==> src/rtl/dst_pkg.sv <==
// shared types and constants for the descriptor slot table
package dst_pkg;

    localparam int DST_NUM_SLOTS     = 16;
    localparam int DST_CONSOLE_SLOTS = 3;
    localparam int DST_WORD_W        = 32;
    localparam int DST_SLOT_OUT_W    = 4;

    localparam logic [2:0] REQ_LOOKUP       = 3'd0;
    localparam logic [2:0] REQ_ALLOC_FILE   = 3'd1;
    localparam logic [2:0] REQ_ALLOC_SOCKET = 3'd2;
    localparam logic [2:0] REQ_CLOSE        = 3'd3;
    localparam logic [2:0] REQ_REINIT       = 3'd4;

    localparam logic [1:0] KIND_NONE    = 2'd0;
    localparam logic [1:0] KIND_CONSOLE = 2'd1;
    localparam logic [1:0] KIND_FILE    = 2'd2;
    localparam logic [1:0] KIND_SOCKET  = 2'd3;

    localparam logic [DST_WORD_W-1:0] WORD_NEG_ONE = '1;
    localparam logic [DST_WORD_W-1:0] WORD_ZERO    = '0;

    // payload memory word: file keeps node and flags, socket keeps its id
    typedef struct packed {
        logic                  is_socket;
        logic [DST_WORD_W-1:0] word_a;
        logic [DST_WORD_W-1:0] word_b;
    } dst_entry_t;

    typedef struct packed {
        logic                      status;
        logic [DST_SLOT_OUT_W-1:0] slot_result;
        logic [1:0]                entry_kind;
        logic [DST_WORD_W-1:0]     node_out;
        logic [DST_WORD_W-1:0]     socket_out;
        logic [DST_WORD_W-1:0]     flags_out;
        logic                      release_socket;
    } dst_rsp_t;

endpackage

==> src/rtl/dst_if.sv <==
// request and result channel interfaces of the descriptor slot table
interface dst_req_if;
    logic               valid;
    logic               ready;
    logic [2:0]         req_type;
    logic signed [7:0]  slot_number;
    logic signed [31:0] node_value;
    logic signed [31:0] socket_number;
    logic [31:0]        open_flags;

    modport source (
        output valid, req_type, slot_number, node_value, socket_number, open_flags,
        input  ready
    );
    modport sink (
        input  valid, req_type, slot_number, node_value, socket_number, open_flags,
        output ready
    );
endinterface

interface dst_rsp_if;
    logic               valid;
    logic               ready;
    logic               status;
    logic [3:0]         slot_result;
    logic [1:0]         entry_kind;
    logic signed [31:0] node_out;
    logic signed [31:0] socket_out;
    logic [31:0]        flags_out;
    logic               release_socket;

    modport source (
        output valid, status, slot_result, entry_kind, node_out, socket_out,
               flags_out, release_socket,
        input  ready
    );
    modport sink (
        input  valid, status, slot_result, entry_kind, node_out, socket_out,
               flags_out, release_socket,
        output ready
    );
endinterface

==> src/rtl/dst_free_enc.sv <==
// lowest free slot priority encoder
module dst_free_enc
    import dst_pkg::*;
#(
    parameter int NUM_SLOTS = DST_NUM_SLOTS,
    localparam int IDX_W = $clog2(NUM_SLOTS)
)(
    input  logic [NUM_SLOTS-1:0] used,
    output logic                 found,
    output logic [IDX_W-1:0]     idx
);

    always_comb
    begin
        found = 1'b0;
        idx   = '0;
        // scan from the top so the lowest free slot wins
        for (int i = NUM_SLOTS - 1; i >= 0; i--)
        begin
            if (!used[i])
            begin
                found = 1'b1;
                idx   = IDX_W'(i);
            end
        end
    end

endmodule

==> src/rtl/dst_slot_mem.sv <==
// payload memory of the slot table, one write and one registered read port
module dst_slot_mem
    import dst_pkg::*;
#(
    parameter int NUM_SLOTS = DST_NUM_SLOTS,
    localparam int IDX_W = $clog2(NUM_SLOTS)
)(
    input  logic             clk,
    input  logic             wr_en,
    input  logic [IDX_W-1:0] wr_addr,
    input  dst_entry_t       wr_data,
    input  logic             rd_en,
    input  logic [IDX_W-1:0] rd_addr,
    output dst_entry_t       rd_data
);

    dst_entry_t mem [NUM_SLOTS];
    dst_entry_t rd_data_reg;

    always_ff @(posedge clk)
    begin
        if (wr_en)
        begin
            mem[wr_addr] <= wr_data;
        end
    end

    always_ff @(posedge clk)
    begin
        if (rd_en)
        begin
            rd_data_reg <= mem[rd_addr];
        end
    end

    assign rd_data = rd_data_reg;

endmodule

==> src/rtl/descriptor_slot_table.sv <==
// descriptor slot table top level
// A table of NUM_SLOTS descriptor slots (16 by default) that takes one request per
// transfer and gives exactly one result transfer for it: lookup, allocate file,
// allocate socket (both take the lowest free slot), close and reinitialize. A new
// request can be taken in every clock cycle while results are being taken. A request
// taken sits in the stage register, which also holds the payload memory read;
// from there its result moves to the output register, which offers it as the
// result transfer. The payload memory has a single write and a single read port,
// and the lowest-free priority encoder over the flop-held use bits is combinational.
// Use bits and console marks live in flops and come out of reset with slots 0 to 2
// used as console, so there is no clearing pass; the payload memory has no reset
// because its contents are used only for slots that an allocate has written.
// While a finished result waits in the output register the stage register holds,
// so the input then takes a request only into an empty stage register; at most
// two requests are in flight.
module descriptor_slot_table
    import dst_pkg::*;
#(
    parameter int NUM_SLOTS = DST_NUM_SLOTS
)(
    input  logic      clk,
    input  logic      rst_n,
    dst_req_if.sink   req,
    dst_rsp_if.source rsp
);

    localparam int IDX_W = $clog2(NUM_SLOTS);
    localparam logic [NUM_SLOTS-1:0] INIT_MASK = NUM_SLOTS'((1 << DST_CONSOLE_SLOTS) - 1);

    // slot state in flops
    logic [NUM_SLOTS-1:0] used_reg, used_next;
    logic [NUM_SLOTS-1:0] console_reg, console_next;

    // stage register
    logic                  s1_valid_reg;
    logic [2:0]            s1_req_reg;
    logic                  s1_ok_reg;
    logic [IDX_W-1:0]      s1_idx_reg;
    logic                  s1_console_reg;
    dst_entry_t            s1_alloc_reg;

    // output register
    logic                  out_valid_reg;
    dst_rsp_t              out_reg;

    logic                  in_xfer;
    logic                  s1_move;
    logic                  free_found;
    logic [IDX_W-1:0]      free_idx;
    logic [IDX_W-1:0]      req_idx;
    logic                  idx_in_range;
    logic                  slot_used_ok;
    logic                  is_alloc;
    logic                  ok_next;
    logic [IDX_W-1:0]      idx_next;
    dst_entry_t            alloc_word;
    dst_entry_t            rd_entry;
    dst_entry_t            show_entry;
    logic                  show_console;
    logic [7:0]            idx_wide;
    dst_rsp_t              rsp_next;

    // handshakes
    assign s1_move  = !out_valid_reg || rsp.ready;
    assign req.ready = !s1_valid_reg || s1_move;
    assign in_xfer  = req.valid && req.ready;

    dst_free_enc #(
        .NUM_SLOTS (NUM_SLOTS)
    ) u_free_enc (
        .used  (used_reg),
        .found (free_found),
        .idx   (free_idx)
    );

    // index check: negative values read as 128 and above, so one compare does it
    assign idx_in_range = $unsigned(req.slot_number) < 8'(NUM_SLOTS);
    assign req_idx      = req.slot_number[IDX_W-1:0];
    assign slot_used_ok = idx_in_range && used_reg[req_idx];
    assign is_alloc     = (req.req_type == REQ_ALLOC_FILE) ||
                          (req.req_type == REQ_ALLOC_SOCKET);

    // word to store for an allocate
    always_comb
    begin
        alloc_word.is_socket = (req.req_type == REQ_ALLOC_SOCKET);
        if (req.req_type == REQ_ALLOC_SOCKET)
        begin
            alloc_word.word_a = req.socket_number;
            alloc_word.word_b = WORD_ZERO;
        end
        else
        begin
            alloc_word.word_a = req.node_value;
            alloc_word.word_b = req.open_flags;
        end
    end

    // decision and state update for the request being taken
    always_comb
    begin
        used_next    = used_reg;
        console_next = console_reg;
        ok_next      = 1'b0;
        idx_next     = req_idx;
        unique case (req.req_type) inside
            REQ_LOOKUP:
            begin
                ok_next = slot_used_ok;
            end
            REQ_ALLOC_FILE, REQ_ALLOC_SOCKET:
            begin
                ok_next  = free_found;
                idx_next = free_idx;
                if (in_xfer && free_found)
                begin
                    used_next[free_idx]    = 1'b1;
                    console_next[free_idx] = 1'b0;
                end
            end
            REQ_CLOSE:
            begin
                ok_next = slot_used_ok;
                if (in_xfer && slot_used_ok)
                begin
                    used_next[req_idx] = 1'b0;
                end
            end
            REQ_REINIT:
            begin
                ok_next = 1'b1;
                if (in_xfer)
                begin
                    used_next    = INIT_MASK;
                    console_next = INIT_MASK;
                end
            end
            default:
            begin
                ok_next = 1'b0;
            end
        endcase
    end

    always_ff @(posedge clk or negedge rst_n)
    begin
        if (!rst_n)
        begin
            used_reg    <= INIT_MASK;
            console_reg <= INIT_MASK;
        end
        else
        begin
            used_reg    <= used_next;
            console_reg <= console_next;
        end
    end

    // payload memory: allocate writes the granted slot, every transfer reads the named one
    dst_slot_mem #(
        .NUM_SLOTS (NUM_SLOTS)
    ) u_slot_mem (
        .clk     (clk),
        .wr_en   (in_xfer && is_alloc && free_found),
        .wr_addr (free_idx),
        .wr_data (alloc_word),
        .rd_en   (in_xfer),
        .rd_addr (req_idx),
        .rd_data (rd_entry)
    );

    // stage register
    always_ff @(posedge clk or negedge rst_n)
    begin
        if (!rst_n)
        begin
            s1_valid_reg <= 1'b0;
        end
        else if (req.ready)
        begin
            s1_valid_reg <= req.valid;
        end
    end

    always_ff @(posedge clk)
    begin
        if (in_xfer)
        begin
            s1_req_reg     <= req.req_type;
            s1_ok_reg      <= ok_next;
            s1_idx_reg     <= idx_next;
            s1_console_reg <= console_reg[req_idx];
            s1_alloc_reg   <= alloc_word;
        end
    end

    // result formation from the stage register
    assign idx_wide = 8'(s1_idx_reg);

    always_comb
    begin
        // allocate reports what it just stored, lookup what the memory holds
        if ((s1_req_reg == REQ_ALLOC_FILE) || (s1_req_reg == REQ_ALLOC_SOCKET))
        begin
            show_entry   = s1_alloc_reg;
            show_console = 1'b0;
        end
        else
        begin
            show_entry   = rd_entry;
            show_console = s1_console_reg;
        end
    end

    always_comb
    begin
        rsp_next                = '0;
        rsp_next.status         = 1'b1;
        if (s1_ok_reg)
        begin
            rsp_next.status = 1'b0;
            case (s1_req_reg) inside
                REQ_LOOKUP, REQ_ALLOC_FILE, REQ_ALLOC_SOCKET:
                begin
                    rsp_next.slot_result = idx_wide[DST_SLOT_OUT_W-1:0];
                    if (show_console)
                    begin
                        rsp_next.entry_kind = KIND_CONSOLE;
                        rsp_next.node_out   = WORD_NEG_ONE;
                        rsp_next.socket_out = WORD_NEG_ONE;
                        rsp_next.flags_out  = WORD_ZERO;
                    end
                    else if (show_entry.is_socket)
                    begin
                        rsp_next.entry_kind = KIND_SOCKET;
                        rsp_next.node_out   = WORD_NEG_ONE;
                        rsp_next.socket_out = show_entry.word_a;
                        rsp_next.flags_out  = WORD_ZERO;
                    end
                    else
                    begin
                        rsp_next.entry_kind = KIND_FILE;
                        rsp_next.node_out   = show_entry.word_a;
                        rsp_next.socket_out = WORD_NEG_ONE;
                        rsp_next.flags_out  = show_entry.word_b;
                    end
                end
                REQ_CLOSE:
                begin
                    rsp_next.slot_result = idx_wide[DST_SLOT_OUT_W-1:0];
                    // only a socket with a non-negative id needs releasing
                    if (!s1_console_reg && rd_entry.is_socket &&
                        !rd_entry.word_a[DST_WORD_W-1])
                    begin
                        rsp_next.socket_out     = rd_entry.word_a;
                        rsp_next.release_socket = 1'b1;
                    end
                end
                default:
                begin
                    // reinitialize: success with every other field zero
                    rsp_next.status = 1'b0;
                end
            endcase
        end
    end

    // output register
    always_ff @(posedge clk or negedge rst_n)
    begin
        if (!rst_n)
        begin
            out_valid_reg <= 1'b0;
        end
        else if (s1_move)
        begin
            out_valid_reg <= s1_valid_reg;
        end
    end

    always_ff @(posedge clk)
    begin
        if (s1_move && s1_valid_reg)
        begin
            out_reg <= rsp_next;
        end
    end

    assign rsp.valid          = out_valid_reg;
    assign rsp.status         = out_reg.status;
    assign rsp.slot_result    = out_reg.slot_result;
    assign rsp.entry_kind     = out_reg.entry_kind;
    assign rsp.node_out       = $signed(out_reg.node_out);
    assign rsp.socket_out     = $signed(out_reg.socket_out);
    assign rsp.flags_out      = out_reg.flags_out;
    assign rsp.release_socket = out_reg.release_socket;

endmodule

==> src/flat_wrapper.sv <==
// flat-port wrapper written by rule: the top's interface ports become plain ports
module descriptor_slot_table_flat import dst_pkg::*;
#(
    parameter int NUM_SLOTS = DST_NUM_SLOTS
)
  (clk, rst_n, req_valid, req_req_type, req_slot_number, req_node_value, req_socket_number, req_open_flags, req_ready, rsp_valid, rsp_status, rsp_slot_result, rsp_entry_kind, rsp_node_out, rsp_socket_out, rsp_flags_out, rsp_release_socket, rsp_ready);
  dst_req_if req_i ();
  dst_rsp_if rsp_i ();
  input  logic clk;
  input  logic rst_n;
  input wire logic [$bits(req_i.valid)-1:0] req_valid;
  input wire logic [$bits(req_i.req_type)-1:0] req_req_type;
  input wire logic [$bits(req_i.slot_number)-1:0] req_slot_number;
  input wire logic [$bits(req_i.node_value)-1:0] req_node_value;
  input wire logic [$bits(req_i.socket_number)-1:0] req_socket_number;
  input wire logic [$bits(req_i.open_flags)-1:0] req_open_flags;
  output wire logic [$bits(req_i.ready)-1:0] req_ready;
  output wire logic [$bits(rsp_i.valid)-1:0] rsp_valid;
  output wire logic [$bits(rsp_i.status)-1:0] rsp_status;
  output wire logic [$bits(rsp_i.slot_result)-1:0] rsp_slot_result;
  output wire logic [$bits(rsp_i.entry_kind)-1:0] rsp_entry_kind;
  output wire logic [$bits(rsp_i.node_out)-1:0] rsp_node_out;
  output wire logic [$bits(rsp_i.socket_out)-1:0] rsp_socket_out;
  output wire logic [$bits(rsp_i.flags_out)-1:0] rsp_flags_out;
  output wire logic [$bits(rsp_i.release_socket)-1:0] rsp_release_socket;
  input wire logic [$bits(rsp_i.ready)-1:0] rsp_ready;
  assign req_i.valid = req_valid;
  assign req_i.req_type = req_req_type;
  assign req_i.slot_number = req_slot_number;
  assign req_i.node_value = req_node_value;
  assign req_i.socket_number = req_socket_number;
  assign req_i.open_flags = req_open_flags;
  assign req_ready = req_i.ready;
  assign rsp_valid = rsp_i.valid;
  assign rsp_status = rsp_i.status;
  assign rsp_slot_result = rsp_i.slot_result;
  assign rsp_entry_kind = rsp_i.entry_kind;
  assign rsp_node_out = rsp_i.node_out;
  assign rsp_socket_out = rsp_i.socket_out;
  assign rsp_flags_out = rsp_i.flags_out;
  assign rsp_release_socket = rsp_i.release_socket;
  assign rsp_i.ready = rsp_ready;
  descriptor_slot_table #(.NUM_SLOTS(NUM_SLOTS)) u_core (.clk(clk), .rst_n(rst_n), .req(req_i), .rsp(rsp_i));
endmodule
==> config.mk <==
export PLATFORM = sky130hd
export DESIGN_NAME = descriptor_slot_table_flat
export DESIGN_NICKNAME = d
export VERILOG_FILES = /design/src/rtl/dst_pkg.sv /design/src/rtl/dst_if.sv /design/src/rtl/dst_free_enc.sv /design/src/rtl/dst_slot_mem.sv /design/src/rtl/descriptor_slot_table.sv /design/src/flat_wrapper.sv
export SDC_FILE = /design/constraint.sdc
export NUM_CORES = 1
export LEC_CHECK = 0
export BUFFER_PORTS_ARGS = -buffer_cell sky130_fd_sc_hd__clkbuf_2
export CAP_MARGIN = 20
export CORE_MARGIN = 3
export CORE_UTILIZATION = 40
export DETAILED_ROUTE_END_ITERATION = 6
export PLACE_DENSITY = 0.63
export SYNTH_ARGS = -nofsm -noshare
export SYNTH_HDL_FRONTEND = slang
export SYNTH_HIERARCHICAL = 1
export SYNTH_SLANG_ARGS = --single-unit
export TNS_END_PERCENT = 5
==> constraint.sdc <==
create_clock -name clk -period 12.12 [get_ports clk]
set_clock_uncertainty 0.1 [all_clocks]
set_input_delay 1.818 -clock clk [delete_from_list [all_inputs] [get_ports clk]]
set_output_delay 1.818 -clock clk [all_outputs]
set_load 0.02 [all_outputs]
Word level (Yosys, flattened, before mapping)
Memories as Yosys holds them, arrays and structs flattened. A register that Yosys moved wholly into a read port is not among the register bits.
Index checks and enable logic that the tools add are counted.
- reduce and logical (&&, ||, !) cells: 32
- bitwise gates (word level): 8
- magnitude comparators: 5
- equality and inequality tests: 10
- multiplexer cells: 66
- operators with widths (cell ; count):
    32-bit 2-to-1 mux ; 4
    104-bit 2-to-1 mux ; 1
    98-bit 2-to-1 mux ; 1
    97-bit 2-to-1 mux ; 1
    4-bit 2-to-1 mux ; 19
    65-bit 2-to-1 mux ; 1
    16-bit 2-to-1 mux ; 4
    64-bit 2-to-1 mux ; 1
    16-bit one-hot mux with 3 select lines ; 1
    34-bit 2-to-1 mux ; 1
    16-bit AND ; 2
    16-bit NOT ; 2
    16-bit one-hot mux with 2 select lines ; 1
    1-bit 2-to-1 mux ; 26
    16-bit OR ; 1
    3-bit by 2-bit == test with 1-bit output, second input constant ; 4
    1-bit logical AND ; 11
    4-bit by 5-bit < comparator with 1-bit output, second input constant ; 2
    1-bit binary-select mux with 4-bit select ; 2
    1-bit demux with 4-bit select ; 2
    4-bit by 1-bit greater-or-equal comparator with 1-bit output, second input constant ; 2
    8-bit by 5-bit < comparator with 1-bit output, second input constant ; 1
    3-bit by 1-bit == test with 1-bit output, second input constant ; 2
    3-bit zero test ; 2
    16 further kinds ; 27
- memories: 1
- word-level logic and storage cells: 141
- register bits after elaboration: 212
- RAM bits: 1040
- memories (name ; depth ; bits a word ; read ports ; clocked after Yosys merged registers in ; write ports ; RTL line ; text):
    u_core.u_slot_mem.mem ; 16 ; 65 ; 1 ; 1 ; 1 ; dst_slot_mem.sv:17 ; dst_entry_t mem [NUM_SLOTS];

Depth between registers and ports, before layout
- depth after elaboration: 24
- depth in mapped cells: 10
- depth with buffers taken out: 9

By module
Netlist, hierarchy kept.
- by module, submodules not included (module ; cells an instance ; instances ; area each (µm²)):
    dst_slot_mem ; 1673 ; 1 ; 40894.2
    descriptor_slot_table ; 795 ; 1 ; 9641.7
    dst_free_enc ; 34 ; 1 ; 166.4

Least setup slack after synthesis
OpenSTA, ideal clock, no wires.
- path kind: input port to flip-flop
- start point: input port req_req_type[0]
- end point: memory u_core/u_slot_mem/mem[0][0] in the netlist's numbering, enable pin
- cell stages on the path: 6
- buffers on the path: 1
- path slack: 4.019 ns
- data required time: 11.452 ns
- arrival: 7.433 ns
- library setup time: 0.568 ns
- cells stage by stage: buf_2 -> and4bb_2 -> o211ai_1 -> inv_1 -> or3b_1 -> nor3_1
- cells in the longest elaborated chain, start to end: 6
- elaborated cells between the ends (all ways): 7
- those cells by class: eq/ne: 2; mux: 2; reduce/logical: 3
- ends and longest elaborated chain (item ; RTL line ; text):
    from (decl) ; flat_wrapper.sv:12 ; input wire logic [$bits(req_i.req_type)-1:0] req_req_type;
    3-bit by 1-bit == test with 1-bit output / 3-bit by 2-bit == test with 1-bit output (equally long branches) ; descriptor_slot_table.sv:80, descriptor_slot_table.sv:81 ;
    1-bit logical OR (*) ; descriptor_slot_table.sv:80 ; assign is_alloc = (req.req_type == REQ_ALLOC_FILE) ||
    1-bit logical AND (*) (2 in series) ; descriptor_slot_table.sv:164 ; .wr_en (in_xfer && is_alloc && free_found),
    1-bit 2-to-1 mux (*) ; dst_slot_mem.sv:22 ; if (wr_en)
    1-bit 2-to-1 mux (implied by the code) (*) ; dst_slot_mem.sv:24 ; mem[wr_addr] <= wr_data;
    to (decl) ; dst_slot_mem.sv:17 ;
Mark *: on every way between the ends. The rest lies on a longest branch, timed or not.

Worst setup path after layout
- start point: input port req_req_type[0]
- end point: memory u_core/u_slot_mem/mem[13][34] in the netlist's numbering, enable pin
The elaborated chain is that of the path after synthesis.

==> flow_summary.toml <==
[finish]
num_antenna_cells = 0
final_util = 0.466
final_cell_area_um2 = 58100
area_growth_pct = 14.6
final_common_cell = "edfxtp_1"
nets = 2899
largest_reg_flops = 1040
fillers = 10270
layout-drive-gt1-share = 0.286
final_cell_mix = "edfxtp_1 (1283), mux4_2 (265), nand2_1 (254)"

[setup_path]
cp_cell_sequence = "clkbuf_2 -> and4bb_2 -> o211ai_1 -> inv_1 -> nand3_1 -> nor2_4 -> buf_4"
crit_arrival_ns = 5.33
crit_type = "primary input to register"
rr_worst_depth = 9
reg2reg_slack_ns = 7.53
reg2reg_from = "u_core/used_reg[12]$_DFFE_PN0P_"
crit_slowest_cell = "nor2_4"
endpoint_kind = "register"
cp.required_ns = 12.35
rr_endpoint = "u_core/u_slot_mem/mem[13][34]$_DFFE_PP_"
cpPeakStageDelay_ns = 0.90
crit_fanout = 43
crit_family = "simple AND/OR/NAND/NOR gates"
cp.buffers_inverters = 3
startpoint_type = "primary input"

[floorplan]
core_um2 = 125000
fp.dieH_um = 362
dieArea_um2 = 131000
start_util = 0.406
ioPinCount = 217
die_w_um = 362
rows = 129

[clocking]
cts_max_path_buffers = 3
root_buffer = "clkbuf_16"
cts.clk_slew.worst_paths_ns = 0.06
clock_latency_ns = 0.74
cts_made_buffers = 133
clock_sinks = 1317
ctsResizeCount = 0
cts_setup_buffers = 0
ctsHtreeMaxLevel = 4
hold_buffers = 0
cts_tree = "built"

[worst_hold_path]
hp-class = "register to register"
hold_depth = 2
worstHoldStart = "u_core/console_reg[1]$_DFFE_PN1P_"
hold_end = "u_core/console_reg[1]$_DFFE_PN1P_"

[detailed_routing]
detail-route-antenna-nets = 0
viasPerCell = 5.62
wl_per_cell_um = 25.9
first_iter_violations = 2772
drt_drc_violations_left = 0
drt_first_pass_iters = 5
wl_um = 117000
route.vias.total = 25440

[timing]
setup_tns_ns = 0
fmax_ghz = 0.196
fin_crit_sh = 0.421
period_needed_ns = 5.10
drv_slew = 0
relSlewSlack = 0.304
finalSetupViolations = 0
hold_viol_final = 0
worstMarginPinSlew_ns = 1.04
rsz0062_at_grt = "false"
hold_ws_ns = 0.419

[synthesis]
synthFlopType = "edfxtp_1"
yosys_warnings = 6
synth_cell_type_count = 62
synth_edf_count = 1283
synthesis.instances = 2502
synthArstFlopShare = 0.0258
synth_nets = 2613
synth_area_per_cell_um2 = 20.3
synth_area_um2 = 50700
ys_ff_latch = 1317
ys_seq_area_frac = 0.777

[power_and_ir_drop]
leakagePower_nw = 19.2
vdd_drop_max_v = 0.000124
powerDensity_nw_per_um2 = 169
power_mw = 9.84

[placed_design]
placed_cell_area_um2 = 53700
portBuffers = 216
hpwl_um = 63900
gp_congestion = 0.802

[global_routing]
antenna_found_initial = 2
overflow = 0
grt_max_degree = 111
grt_pass1_vias = 26264
grt_pass1_wl_um = 173000
track_usage = 0.178

[status]
status = "finished clean"

[run]
cap_violations = 0
[cell type report]
class / instances / area (um^2) / area share
Sequential cell: 1317 / 39400 / 0.678
Clock buffer: 162 / 3450 / 0.0593
Tap cell: 1637 / 2050 / 0.0353
Inverter: 11 / 41.3 / 0.000711
Clock inverter: 74 / 822 / 0.0142
Timing Repair Buffer: 291 / 1680 / 0.0289
Multi-Input combinational cell: 1034 / 10700 / 0.184
[how the worst max path moves through the flow]
stage / startpoint / endpoint / slack [ns] / cells past startpoint
2_1_floorplan: req_req_type[0] / u_core/u_slot_mem/mem[0][0]$_DFFE_PP_ / 4.02 / 6
3_3_place_gp: req_req_type[0] / u_core/u_slot_mem/mem[13][44]$_DFFE_PP_ / 6.39 / 7
3_5_place_dp: req_req_type[0] / u_core/u_slot_mem/mem[13][41]$_DFFE_PP_ / 6.35 / 7
4_1_cts: req_req_type[0] / u_core/u_slot_mem/mem[13][34]$_DFFE_PP_ / 7.13 / 7
5_1_grt: req_req_type[0] / u_core/u_slot_mem/mem[13][34]$_DFFE_PP_ / 6.83 / 7
6_report: req_req_type[0] / u_core/u_slot_mem/mem[13][34]$_DFFE_PP_ / 7.02 / 7
[metal layers]
layer,wire (um),global-route usage,share of wire
met5,0,0,0
met4,2370,0.0487,0.020
met3,9560,0.0442,0.082
met2,56300,0.286,0.48
met1,48800,0.245,0.42
[metrics by stage]
stage,std cells,worst slack [ns]
after floorplan,2502,4.02
after global placement,4271,6.39
after detailed placement,4271,6.35
after CTS,4507,7.13
after global routing,4526,6.83
final,4526,7.02
[logic make-up after synthesis]
kind of cell | count (synthesis) | synth area share
AND/OR/NAND/NOR | 390 | 0.0345
multiplexers | 308 | 0.127
AO/OA/AOI/OAI | 334 | 0.0454
XOR/XNOR | 2 | 0.000346
flip-flops | 1317 | 0.777
buffers and inverters | 151 | 0.0159
[tightest hold or removal path, cell delays in order, from the launching register on]
cell	delay [ns]
dfstp_2	0.37
o21ai_0	0.05
o21ai_0	0.09
[Yosys cell counts (3+ instances only)]
cell type,n,area share
a21oi_1,56,0.0055
buf_1,10,0.00074
mux2_2,34,0.0076
a41oi_1,3,0.00052
o21ai_0,29,0.0029
and2_1,8,0.00099
dfstp_2,6,0.0031
buf_4,8,0.0012
inv_1,11,0.00081
o21ai_1,4,0.00039
nand3b_1,3,0.00044
nand2_1,254,0.019
a21boi_0,11,0.0016
and3_1,3,0.00037
nand4_1,5,0.00062
dfrtp_1,28,0.014
nor3_1,20,0.0020
mux2i_1,9,0.0018
edfxtp_1,1283,0.76
a31oi_1,38,0.0047
o21ai_2,11,0.0019
buf_2,52,0.0051
nor2_1,29,0.0021
clkbuf_1,53,0.0039
nand3_1,3,0.00030
mux4_2,265,0.12
a22oi_1,163,0.024
nand2b_1,11,0.0014
nor2b_1,39,0.0048
buf_6,14,0.0031
[power by group]
part           leakage (nW)  switching [mW]  internal, mW
clock                  2.04            1.72          2.23
sequential             12.1          0.0495          5.16
combinational          5.02           0.455         0.218
Power figures use the tool's default switching activity.
